[config.mk]
export PLATFORM = sky130hd
export DESIGN_NAME = typed_bitstream_field_encoder
export DESIGN_NICKNAME = d
export VERILOG_FILES = /design/src/hdl/tbfe_pkg.sv /design/src/hdl/typed_bitstream_field_encoder.sv /design/src/hdl/tbfe_queue.sv /design/src/hdl/tbfe_front.sv /design/src/hdl/tbfe_back.sv
export SDC_FILE = /design/constraint.sdc
export NUM_CORES = 1
export LEC_CHECK = 0
export BUFFER_PORTS_ARGS = -buffer_cell sky130_fd_sc_hd__buf_2
export CAP_MARGIN = 0
export CORE_ASPECT_RATIO = 1.5
export CORE_UTILIZATION = 36
export CTS_BUF_LIST = sky130_fd_sc_hd__clkbuf_16
export DETAILED_ROUTE_END_ITERATION = 10
export GPL_TIMING_DRIVEN = 0
export PLACE_DENSITY = 0.51
export RECOVER_POWER = 100
export SLEW_MARGIN = 20
export SYNTH_ARGS = -nofsm -noshare
export SYNTH_HDL_FRONTEND = slang
export SYNTH_SLANG_ARGS = --single-unit
[constraint.sdc]
create_clock -name clk -period 11.2 [get_ports clk]
set_input_delay 2.24 -clock clk [delete_from_list [all_inputs] [get_ports clk]]
set_output_delay 2.24 -clock clk [all_outputs]
set_load 0.005 [all_outputs]
[src/hdl/tbfe_pkg.sv]
`default_nettype none

package tbfe_pkg;

  localparam int TAG_REG_W = 5;
  localparam int NUM_TAGS  = 8;
  localparam int CFG_IDX_W = 3;

  // input operation codes
  typedef enum logic [3:0] {
    OP_BOOL    = 4'd0,
    OP_BYTE    = 4'd1,
    OP_U32     = 4'd2,
    OP_S32     = 4'd3,
    OP_U64     = 4'd4,
    OP_FLOAT   = 4'd5,
    OP_STRING  = 4'd6,
    OP_BLOB    = 4'd7,
    OP_RAW     = 4'd8,
    OP_FLUSH   = 4'd9
  } op_t;

  // configuration register indexes
  typedef enum logic [CFG_IDX_W-1:0] {
    CFG_TAG_BOOL   = 3'd0,
    CFG_TAG_BYTE   = 3'd1,
    CFG_TAG_U32    = 3'd2,
    CFG_TAG_S32    = 3'd3,
    CFG_TAG_U64    = 3'd4,
    CFG_TAG_FLOAT  = 3'd5,
    CFG_TAG_STRING = 3'd6,
    CFG_TAG_BLOB   = 3'd7
  } cfg_idx_t;

  typedef logic [TAG_REG_W-1:0] tag_t;

  function automatic tag_t tag_reset_value(input cfg_idx_t idx);
    tag_t v;
    case (idx)
      CFG_TAG_BOOL:   v = 5'd1;
      CFG_TAG_BYTE:   v = 5'd3;
      CFG_TAG_U32:    v = 5'd8;
      CFG_TAG_S32:    v = 5'd7;
      CFG_TAG_U64:    v = 5'd10;
      CFG_TAG_FLOAT:  v = 5'd13;
      CFG_TAG_STRING: v = 5'd16;
      CFG_TAG_BLOB:   v = 5'd19;
      default:        v = 5'd0;
    endcase
    return v;
  endfunction

endpackage

`default_nettype wire

[src/hdl/typed_bitstream_field_encoder.sv]
// Typed bit packer, lsb first. Each word on the in_ channel is an operation and a 64-bit
// value; typed operations emit a TAG_BITS-wide tag from the cfg_ registers and then the
// payload, raw bytes emit 8 bits, and flush pads the partial byte with zeros and marks it
// end_of_stream. Completed bytes leave one per cycle on the out_ channel while out_ready
// allows, the last byte caused by each input word flagged by out_last_in_run. A front stage
// classifies each word into a run of up to TAG_BITS+64 bits and hands it through a two-word
// queue to the byte emitter, which holds the partial byte. The emitter takes a new word only
// once fewer than eight bits remain after any byte it emits, a word completes at most 9 bytes
// with the default tag width, and the next word merges in the same cycle the last byte of
// the previous one leaves. Unused operation codes are accepted and dropped. Tag registers
// must be written through cfg_ only while the block is idle; this is not enforced.
`default_nettype none

module typed_bitstream_field_encoder
  import tbfe_pkg::*;
#(
  parameter int TAG_BITS = 5
) (
  input  wire logic                 clk,
  input  wire logic                 rst_n,
  input  wire logic                 in_valid,
  output logic                      in_ready,
  input  wire logic [3:0]           in_operation,
  input  wire logic [63:0]          in_value,
  output logic                      out_valid,
  input  wire logic                 out_ready,
  output logic [7:0]                out_byte,
  output logic                      out_last_in_run,
  output logic                      out_end_of_stream,
  input  wire logic                 cfg_valid,
  output logic                      cfg_ready,
  input  wire logic [CFG_IDX_W-1:0] cfg_index,
  input  wire logic [TAG_REG_W-1:0] cfg_wdata
);

  localparam int CHUNK_W = TAG_BITS + 64;
  localparam int NB_W    = $clog2(CHUNK_W + 1);
  localparam int ENTRY_W = 1 + NB_W + CHUNK_W;

  logic               push_valid, push_ready;
  logic [ENTRY_W-1:0] push_data;
  logic               q_valid, q_ready;
  logic [ENTRY_W-1:0] q_data;

  tbfe_front #(
    .TAG_BITS (TAG_BITS),
    .CHUNK_W  (CHUNK_W),
    .NB_W     (NB_W),
    .ENTRY_W  (ENTRY_W)
  ) u_front (
    .clk          (clk),
    .rst_n        (rst_n),
    .in_valid     (in_valid),
    .in_ready     (in_ready),
    .in_operation (in_operation),
    .in_value     (in_value),
    .cfg_valid    (cfg_valid),
    .cfg_ready    (cfg_ready),
    .cfg_index    (cfg_index),
    .cfg_wdata    (cfg_wdata),
    .push_valid   (push_valid),
    .push_ready   (push_ready),
    .push_data    (push_data)
  );

  tbfe_queue #(
    .WIDTH (ENTRY_W)
  ) u_queue (
    .clk        (clk),
    .rst_n      (rst_n),
    .push_valid (push_valid),
    .push_ready (push_ready),
    .push_data  (push_data),
    .pop_valid  (q_valid),
    .pop_ready  (q_ready),
    .pop_data   (q_data)
  );

  tbfe_back #(
    .TAG_BITS (TAG_BITS),
    .CHUNK_W  (CHUNK_W),
    .NB_W     (NB_W),
    .ENTRY_W  (ENTRY_W)
  ) u_back (
    .clk               (clk),
    .rst_n             (rst_n),
    .q_valid           (q_valid),
    .q_ready           (q_ready),
    .q_data            (q_data),
    .out_valid         (out_valid),
    .out_ready         (out_ready),
    .out_byte          (out_byte),
    .out_last_in_run   (out_last_in_run),
    .out_end_of_stream (out_end_of_stream)
  );

endmodule

`default_nettype wire

[src/hdl/tbfe_queue.sv]
`default_nettype none

module tbfe_queue #(
  parameter int WIDTH = 8
) (
  input  wire logic             clk,
  input  wire logic             rst_n,
  input  wire logic             push_valid,
  output logic                  push_ready,
  input  wire logic [WIDTH-1:0] push_data,
  output logic                  pop_valid,
  input  wire logic             pop_ready,
  output logic [WIDTH-1:0]      pop_data
);

  logic [WIDTH-1:0] slot_r [2];
  logic             wptr_r, wptr_nxt;
  logic             rptr_r, rptr_nxt;
  logic [1:0]       fill_r, fill_nxt;
  logic             do_push, do_pop;

  assign push_ready = (fill_r != 2'd2);
  assign pop_valid  = (fill_r != 2'd0);
  assign pop_data   = slot_r[rptr_r];
  assign do_push    = push_valid && push_ready;
  assign do_pop     = pop_valid && pop_ready;

  always_comb begin
    wptr_nxt = do_push ? ~wptr_r : wptr_r;
    rptr_nxt = do_pop ? ~rptr_r : rptr_r;
    fill_nxt = fill_r + {1'b0, do_push} - {1'b0, do_pop};
  end

  always_ff @(posedge clk) begin
    if (!rst_n) begin
      wptr_r <= 1'b0;
      rptr_r <= 1'b0;
      fill_r <= 2'd0;
    end else begin
      wptr_r <= wptr_nxt;
      rptr_r <= rptr_nxt;
      fill_r <= fill_nxt;
    end
  end

  always_ff @(posedge clk) begin
    if (do_push) begin
      slot_r[wptr_r] <= push_data;
    end
  end

endmodule

`default_nettype wire

[src/hdl/tbfe_front.sv]
`default_nettype none

module tbfe_front
  import tbfe_pkg::*;
#(
  parameter int TAG_BITS = 5,
  parameter int CHUNK_W  = TAG_BITS + 64,
  parameter int NB_W     = $clog2(CHUNK_W + 1),
  parameter int ENTRY_W  = 1 + NB_W + CHUNK_W
) (
  input  wire logic                 clk,
  input  wire logic                 rst_n,
  input  wire logic                 in_valid,
  output logic                      in_ready,
  input  wire logic [3:0]           in_operation,
  input  wire logic [63:0]          in_value,
  input  wire logic                 cfg_valid,
  output logic                      cfg_ready,
  input  wire logic [CFG_IDX_W-1:0] cfg_index,
  input  wire logic [TAG_REG_W-1:0] cfg_wdata,
  output logic                      push_valid,
  input  wire logic                 push_ready,
  output logic [ENTRY_W-1:0]        push_data
);

  tag_t                tags_r [NUM_TAGS];
  logic [CHUNK_W-1:0]  bits;
  logic [NB_W-1:0]     nbits;
  logic                is_flush;
  logic                known_op;
  logic [TAG_BITS-1:0] t_bool, t_byte, t_u32, t_s32, t_u64, t_float, t_str, t_blob;

  // fit a 5-bit tag register to the stream tag width
  function automatic logic [TAG_BITS-1:0] fit_tag(input tag_t t);
    logic [TAG_BITS+TAG_REG_W-1:0] wide;
    wide = {{TAG_BITS{1'b0}}, t};
    return wide[TAG_BITS-1:0];
  endfunction

  assign cfg_ready = 1'b1;

  always_ff @(posedge clk) begin
    if (!rst_n) begin
      for (int i = 0; i < NUM_TAGS; i++) begin
        tags_r[i] <= tag_reset_value(cfg_idx_t'(i[CFG_IDX_W-1:0]));
      end
    end else if (cfg_valid && cfg_ready) begin
      tags_r[cfg_index] <= cfg_wdata;
    end
  end

  assign t_bool  = fit_tag(tags_r[CFG_TAG_BOOL]);
  assign t_byte  = fit_tag(tags_r[CFG_TAG_BYTE]);
  assign t_u32   = fit_tag(tags_r[CFG_TAG_U32]);
  assign t_s32   = fit_tag(tags_r[CFG_TAG_S32]);
  assign t_u64   = fit_tag(tags_r[CFG_TAG_U64]);
  assign t_float = fit_tag(tags_r[CFG_TAG_FLOAT]);
  assign t_str   = fit_tag(tags_r[CFG_TAG_STRING]);
  assign t_blob  = fit_tag(tags_r[CFG_TAG_BLOB]);

  // classify the word into a run of stream bits, earliest bit at bit zero
  always_comb begin
    bits     = '0;
    nbits    = '0;
    is_flush = 1'b0;
    known_op = 1'b1;
    case (op_t'(in_operation))
      OP_BOOL: begin
        bits  = {{(CHUNK_W-TAG_BITS-1){1'b0}}, in_value[0], t_bool};
        nbits = NB_W'(TAG_BITS + 1);
      end
      OP_BYTE: begin
        bits  = {{(CHUNK_W-TAG_BITS-8){1'b0}}, in_value[7:0], t_byte};
        nbits = NB_W'(TAG_BITS + 8);
      end
      OP_U32: begin
        bits  = {{(CHUNK_W-TAG_BITS-32){1'b0}}, in_value[31:0], t_u32};
        nbits = NB_W'(TAG_BITS + 32);
      end
      OP_S32: begin
        bits  = {{(CHUNK_W-TAG_BITS-32){1'b0}}, in_value[31:0], t_s32};
        nbits = NB_W'(TAG_BITS + 32);
      end
      OP_U64: begin
        bits  = {in_value, t_u64};
        nbits = NB_W'(TAG_BITS + 64);
      end
      OP_FLOAT: begin
        bits  = {{(CHUNK_W-TAG_BITS-32){1'b0}}, in_value[31:0], t_float};
        nbits = NB_W'(TAG_BITS + 32);
      end
      OP_STRING: begin
        bits  = {{(CHUNK_W-TAG_BITS){1'b0}}, t_str};
        nbits = NB_W'(TAG_BITS);
      end
      OP_BLOB: begin
        // blob tag, then a typed u32 length
        bits  = {{(CHUNK_W-2*TAG_BITS-32){1'b0}}, in_value[31:0], t_u32, t_blob};
        nbits = NB_W'(2*TAG_BITS + 32);
      end
      OP_RAW: begin
        bits  = {{(CHUNK_W-8){1'b0}}, in_value[7:0]};
        nbits = NB_W'(8);
      end
      OP_FLUSH: begin
        is_flush = 1'b1;
      end
      default: begin
        known_op = 1'b0;
      end
    endcase
  end

  // unused codes are taken and dropped
  assign in_ready   = push_ready;
  assign push_valid = in_valid && known_op;
  assign push_data  = {is_flush, nbits, bits};

endmodule

`default_nettype wire

[src/hdl/tbfe_back.sv]
`default_nettype none

module tbfe_back #(
  parameter int TAG_BITS = 5,
  parameter int CHUNK_W  = TAG_BITS + 64,
  parameter int NB_W     = $clog2(CHUNK_W + 1),
  parameter int ENTRY_W  = 1 + NB_W + CHUNK_W,
  parameter int ACC_W    = CHUNK_W + 7,
  parameter int CNT_W    = $clog2(ACC_W + 1)
) (
  input  wire logic               clk,
  input  wire logic               rst_n,
  input  wire logic               q_valid,
  output logic                    q_ready,
  input  wire logic [ENTRY_W-1:0] q_data,
  output logic                    out_valid,
  input  wire logic               out_ready,
  output logic [7:0]              out_byte,
  output logic                    out_last_in_run,
  output logic                    out_end_of_stream
);

  logic [ACC_W-1:0]   acc_r, acc_nxt;
  logic [CNT_W-1:0]   cnt_r, cnt_nxt;
  logic               eos_r, eos_nxt;
  logic               ovalid_r, ovalid_nxt;
  logic [7:0]         obyte_r;
  logic               olast_r, oeos_r;

  logic               emit, pop;
  logic [ACC_W-1:0]   base_acc;
  logic [CNT_W-1:0]   base_cnt;
  logic               e_flush;
  logic [NB_W-1:0]    e_nbits;
  logic [CHUNK_W-1:0] e_bits;
  logic [ACC_W-1:0]   merged;

  assign {e_flush, e_nbits, e_bits} = q_data;

  // one full byte leaves per cycle when the output register is free
  assign emit     = (cnt_r >= CNT_W'(8)) && (!ovalid_r || out_ready);
  assign base_acc = emit ? (acc_r >> 8) : acc_r;
  assign base_cnt = emit ? (cnt_r - CNT_W'(8)) : cnt_r;
  assign q_ready  = (base_cnt < CNT_W'(8));
  assign pop      = q_valid && q_ready;
  assign merged   = {{(ACC_W-7){1'b0}}, base_acc[6:0]}
                  | ({7'd0, e_bits} << base_cnt[2:0]);

  always_comb begin
    acc_nxt    = base_acc;
    cnt_nxt    = base_cnt;
    eos_nxt    = emit ? 1'b0 : eos_r;
    ovalid_nxt = emit ? 1'b1 : (ovalid_r && !out_ready);
    if (pop) begin
      if (e_flush) begin
        // pending bits go out as one zero-padded end byte
        if (base_cnt != '0) begin
          cnt_nxt = CNT_W'(8);
          eos_nxt = 1'b1;
        end
      end else begin
        acc_nxt = merged;
        cnt_nxt = base_cnt + CNT_W'(e_nbits);
      end
    end
  end

  always_ff @(posedge clk) begin
    if (!rst_n) begin
      acc_r    <= '0;
      cnt_r    <= '0;
      eos_r    <= 1'b0;
      ovalid_r <= 1'b0;
    end else begin
      acc_r    <= acc_nxt;
      cnt_r    <= cnt_nxt;
      eos_r    <= eos_nxt;
      ovalid_r <= ovalid_nxt;
    end
  end

  always_ff @(posedge clk) begin
    if (emit) begin
      obyte_r <= acc_r[7:0];
      olast_r <= (cnt_r < CNT_W'(16));
      oeos_r  <= eos_r;
    end
  end

  assign out_valid         = ovalid_r;
  assign out_byte          = obyte_r;
  assign out_last_in_run   = olast_r;
  assign out_end_of_stream = oeos_r;

  a_eos_one_byte: assert property (@(posedge clk) disable iff (!rst_n)
    eos_r |-> (cnt_r == CNT_W'(8)))
    else $error("end byte pending with wrong bit count");

  a_clean_high: assert property (@(posedge clk) disable iff (!rst_n)
    (acc_r >> cnt_r) == '0)
    else $error("stale bits above the fill count");

  a_cnt_bound: assert property (@(posedge clk) disable iff (!rst_n)
    cnt_r <= CNT_W'(ACC_W))
    else $error("fill count overflow");

  a_eos_last: assert property (@(posedge clk) disable iff (!rst_n)
    (out_valid && out_end_of_stream) |-> out_last_in_run)
    else $error("end byte not marked last");

  a_emit_loads: assert property (@(posedge clk) disable iff (!rst_n)
    emit |=> out_valid)
    else $error("byte emitted without output word");

endmodule

`default_nettype wire

==> results of run 1 <==
-- flip-flops by register name, indices dropped and copies added, names as in the netlist, named ones only --
signal                    count
u_queue.slot_r              152
u_back.acc_r                 76
u_front.tags_r               40
u_back.out_byte               8
u_back.cnt_r                  7
u_queue.fill_r                2
u_back.eos_r                  1
u_back.out_end_of_stream      1
u_back.out_last_in_run        1
u_back.out_valid              1
u_queue.rptr_r                1
u_queue.wptr_r                1
-- layout by cell type (no fill, tap or decap), types with 6 or more instances in the layout --
master	instances
and2_0	47
a211oi_1	62
dfxtp_1	90
clkbuf_1	89
mux2_2	64
nand3_1	18
edfxtp_1	202
a221oi_1	61
clkinv_2	7
nor2_1	28
buf_2	107
clkinv_1	7
a31oi_1	7
and2_1	69
inv_1	16
nand2b_1	8
a22o_1	34
nor3_1	15
o211ai_1	6
nand2_1	49
o21ai_0	30
or3_1	15
mux4_2	18
mux2i_1	189
clkbuf_16	31
a21oi_1	30
nand4_1	7
ha_1	9
-- where the power goes --
part           switching [W]  internal [W]  total [W]
Clock               0.000434      0.000572    0.00101
Combinational       0.000908      0.000514    0.00142
Sequential         0.0000740       0.00132    0.00140
Total                0.00142       0.00241    0.00383
-- layout make-up --
cell class,count,area [um^2]
Fill cell,4022,23960
Sequential cell,292,7868
Multi-Input combinational cell,827,6705
Clock buffer,31,775.7
Tap cell,558,698.2
Timing Repair Buffer,97,494.2
Buffer,107,446.7
Clock inverter,25,210.2
Inverter,15,56.30
Antenna cell,1,2.502
-- routing by layer --
layer / wire length [um] / up-vias
li1: - / 5058
met1: 17290 / 5214
met2: 22770 / 287
met3: 1585 / 81
met4: 1706 / 0
met5: 0 / -
-- worst reg2reg max path: cells and delay by family, from the launching register on --
kind            cells  cell delay (ps)
xor+xnor            2              540
flops               1              360
compound gates      4             1540
buf+inv             3              930
simple gates        1              490
fa+ha+maj           2              560
-- cells by family (layout without fill, tap and decap cells) --
group | Yosys count | count (layout) | synth area share [%]
AO/OA/AOI/OAI | 258 | 258 | 12.78
other | 1 | 2 | 0.02485
XOR/XNOR | 9 | 9 | 0.5223
multiplexers | 271 | 271 | 20.00
AND/OR/NAND/NOR | 278 | 278 | 10.27
adder cells (fa/ha/maj) | 10 | 10 | 0.8788
buffers and inverters | 122 | 275 | 3.399
flip-flops | 292 | 292 | 52.13
-- per-stage QoR --
| stage | cell area (um^2) | util, % |
|---|---|---|
| 2_1_floorplan | 15090 | - |
| 3_3_place_gp | 16250 | 39.41 |
| 3_5_place_dp | 16390 | 39.77 |
| 4_1_cts | 17380 | 42.17 |
| 5_1_grt | 17250 | 41.86 |
| 6_report | 17260 | 41.87 |
-- path summary, 6_finish.rpt --
path,startpoint,end,slack (ps),cells past startpoint
worst min register to register,u_back.acc_r[4],u_back.out_byte[4],440,0
worst max-delay path,in_operation[2],u_queue.slot_r[1][51],4170,9
worst max register to register,u_back.cnt_r[3],u_back.cnt_r[6],6640,12
worst min-delay path,u_back.acc_r[4],u_back.out_byte[4],440,0
==> flow_summary.yaml, run 1 <==
grt:
  first_global_vias: 10890
  grt_start_max_net_pins: 25
  grt_util_met1_pct: 23.30
  use_met3_pct: 2.130
  grt_pass1_wl_um: 65090
  track_usage_pct: 20.23
  grt.overflow.total: 0
  grt_use_met2_pct: 37.31
  busiest_layer: "met2"
  grt_antenna_before_repair: 0
layout:
  fin_nets: 1461
  area_growth_pct: 14.34
  stdcell_count: 1953
  layout-drive-gt1-share_pct: 17.72
logic_synthesis:
  synth_fp_nets: 1332
  yosysTopAreaCellShare_pct: 40.19
  synth_edf_count: 202
  yosysMostFrequentCell: "edfxtp_1"
  synth_area_leaders: "edfxtp_1 40%, mux2i_1 13%, dfxtp_1 12%, and2_1 4.8%, mux2_2 4.8%"
  synth_cells: 1241
  synth-main-ff-cell: "edfxtp_1"
  yosys_warnings: 0
  ys_ff_latch: 292
  syn_area_um2: 15090
  synth_common_cells: "202 x edfxtp_1, 189 x mux2i_1, 116 x and2_1"
  avgSynthCellArea_um2: 12.16
  yosysTopAreaCell: "edfxtp_1"
  synth_cell_types: 62
  synth-seq-area-share_pct: 52.13
  async_flop_share_pct: 0
sta:
  holdWs_ps: 439.9
  hold_viol: 0
  finalCritPeriodShare_pct: 62.78
  period_needed_ps: 7031
  fin_ws_ps: 4169
  rsz0062_at_grt: "no"
  fin_skew_ps: 12.90
  fin_setup_tns_ps: 0
  final_max_slew_viol_count: 24
  setup_viol: 0
  worstMarginPinSlew_ps: 1529
  slew_headroom_pct: -1.937
  max_freq_ghz: 0.1422
floorplan:
  core_um2: 41220
  initial_core_util_pct: 36.62
  rows: 91
  die-area_um2: 42760
  fp.dieW_um: 169.2
  pin_count: 94
  die_h_um: 252.8
setup_path:
  cp_max_fo: 24
  critPathMaxStageDelay_ps: 1180
  startpoint_type: "primary input"
  cpMostUsedCell: "clkbuf_1"
  crit_slowest_cell: "clkbuf_1"
  crit_family: "buffers and inverters"
  end_kind: "flip-flop"
  cp.required_ps: 11470
  crit_type: "primary input to flip-flop"
  path_cells: "clkbuf_1 -> clkbuf_1 -> clkbuf_1 -> o21ai_0 -> nand3_1 -> nor2_1 -> clkbuf_1 -> clkbuf_1 -> buf_12"
  cp_data_arrival_time_ps: 7300
  cp_num_buf_inv: 6
drt:
  ant_nets: 0
  drt_iter0_drc: 584
  vias_per_cell: 5.448
  dr.pass1.iters: 7
  routedWlPerCell_um: 22.20
  drc: 0
  vias: 10640
  routed_wl_um: 43350
placed_design:
  dp_slack_ps: 5612
  place_hpwl_um: 32960
  globalplace.congestion: 0.9073
  place.port_buffers: 91
  placedCellCount: 1896
clock_tree:
  cts_made_buffers: 30
  htree_levels: 1
  clock_sinks: 292
  clockBufferDepth: 3
  clk_pin_slew_ps: 60
  cts-resized-gates: 0
  cts_tree: "yes"
  root_buffer: "clkbuf_16"
  cts_setup_buffers: 0
  insertion_delay_ps: 580
  ctsHoldBuffers: 0
run_status:
  violations: "max-capacitance violations, max-slew violations"
  status: "complete, but fails checks"
pwr:
  ir_drop_v: 0.0001162
  p_leak_nw: 5.645
  power-per-cell-area_nw_per_um2: 221.7
  p_total_w: 0.003826
hold_path:
  hp-class: "flip-flop to flip-flop"
flow_run:
  max_cap_violations: 1
Note: power is estimated with default switching activity, not from simulation.
==> run 2: changes to the inputs <==
Settings changed: PLACE_DENSITY 0.51 to 0.53.
Clock period 11.2 ns to 6.07 ns, I/O delays scaled along.
==> run 2 against run 1 <==
The flow now finishes without violations; flip-flop and latch count unchanged; wire length fell by 2.2%; core utilization about the same; largest power group unchanged; die area is the same; worst hold slack got worse by 1.8 ps; sequential share of layout area is 0.053 points lower; register-to-register slack lost 5100 ps; total power increased by 83%; combinational power up 83%.
==> flow_summary.yaml, run 2 (synthesized netlist as in run 1, its figures left out) <==
sta:
  max_freq_ghz: 0.2191
  slew_headroom_pct: 19.39
  setup_viol: 0
  worstMarginPinSlew_ps: 1205
  fin_setup_tns_ps: 0
  fin_skew_ps: 23.15
  holdWs_ps: 438.1
  hold_viol: 0
  final_max_slew_viol_count: 0
  period_needed_ps: 4564
  finalCritPeriodShare_pct: 75.19
  rsz0062_at_grt: "no"
drt:
  routedWlPerCell_um: 21.77
  vias_per_cell: 5.450
  ant_nets: 0
  drt_iter0_drc: 470
  routed_wl_um: 42390
  dr.pass1.iters: 7
  drc: 0
  vias: 10610
setup_path:
  crit_slowest_cell: "nor4b_1"
  crit_family: "compound AO/OA/AOI/OAI gates"
  cp_num_buf_inv: 2
  startpoint_type: "flip-flop"
  critPathMaxStageDelay_ps: 930
  crit_type: "flip-flop to flip-flop"
  end_kind: "flip-flop"
  cp.required_ps: 6490
  cp_max_fo: 10
  path_cells: "ha_1 -> nor4b_1 -> o21ai_0 -> clkinv_1 -> clkbuf_1 -> xnor2_1 -> ha_1 -> a21o_1 -> a41oi_1 -> xnor2_1 -> o32ai_1"
  cp_data_arrival_time_ps: 4980
floorplan:
  rows: 91
  fp.dieW_um: 169.2
  die_h_um: 252.8
  core_um2: 41220
  pin_count: 94
  initial_core_util_pct: 36.62
  die-area_um2: 42760
clock_tree:
  ctsHoldBuffers: 0
  clockBufferDepth: 3
  clock_sinks: 292
  cts_tree: "yes"
  cts-resized-gates: 0
  insertion_delay_ps: 570
  clk_pin_slew_ps: 70
  cts_setup_buffers: 0
  htree_levels: 1
  root_buffer: "clkbuf_16"
  cts_made_buffers: 28
pwr:
  power-per-cell-area_nw_per_um2: 405.3
  p_leak_nw: 5.690
  p_total_w: 0.007002
  ir_drop_v: 0.0002136
grt:
  busiest_layer: "met2"
  use_met3_pct: 1.644
  grt_use_met2_pct: 36.58
  grt_antenna_before_repair: 0
  track_usage_pct: 19.89
  grt.overflow.total: 0
  grt_pass1_wl_um: 64530
  first_global_vias: 10840
  grt_start_max_net_pins: 25
  grt_util_met1_pct: 24.28
placed_design:
  place.port_buffers: 91
  place_hpwl_um: 32170
  globalplace.congestion: 0.8879
layout:
  reg.largest.list: "u_queue.slot_r (152), u_back.acc_r (76), u_front.tags_r (40)"
  antenna_cells: 0
  largest_reg_flops: 152
  final_common_cell: "edfxtp_1"
  area_growth_pct: 14.48
  top_register: "u_queue.slot_r"
  layout-drive-gt1-share_pct: 17.64
  layout_common_cells: "202 x edfxtp_1, 189 x mux2i_1, 112 x buf_2"
  fin_nets: 1459
run_status:
  status: "finished, final reports clean"
hold_path:
  hp-class: "flip-flop to flip-flop"
flow_run:
  max_cap_violations: 0
==> run 2: power by group <==
part           switching [W]  leakage [nW]  internal (W)
registers           0.000134          2.66       0.00244
clock network       0.000755         0.484       0.00107
logic                0.00165          2.55      0.000952
total                0.00254          5.69       0.00446
==> run 2: final cells by class <==
| class | instances | area [um^2] |
|---|---|---|
| clock inverters | 22 | 225.2 |
| inverters | 15 | 56.30 |
| multi-input cells | 827 | 6685 |
| well taps | 558 | 698.2 |
| fillers | 4053 | 23940 |
| repair buffers | 97 | 570.5 |
| clock buffers | 29 | 725.7 |
| flip-flops and latches | 292 | 7868 |
| plain buffers | 107 | 447.9 |
==> run 2: path summary, 6_finish.rpt <==
kind                   startpoint                  to  slack, ps  depth (start not counted)
setup / recovery  u_back.cnt_r[3]     u_back.cnt_r[6]       1510                         11
hold / removal    u_back.acc_r[0]  u_back.out_byte[0]        440                          0
setup reg to reg  u_back.cnt_r[3]     u_back.cnt_r[6]       1510                         11
hold reg to reg   u_back.acc_r[0]  u_back.out_byte[0]        440                          0
==> run 2: metal layers <==
layer  part of all wire [%]  routed length [um]
met1                     41               17590
met2                     52               21960
met3                    3.4                1461
met4                    3.3                1380
met5                      0                   0
==> run 2: per-stage QoR <==
stage	worst slack [ps]	cells	cell area (um^2)	util [%]
finish	1506	1947	17280	41.92
floorplan	304.7	1241	15090	-
global placement	-2467	1890	16250	39.41
detailed placement	1681	1896	16390	39.77
CTS	2281	1947	17340	42.08
global route	1178	1947	17280	41.92
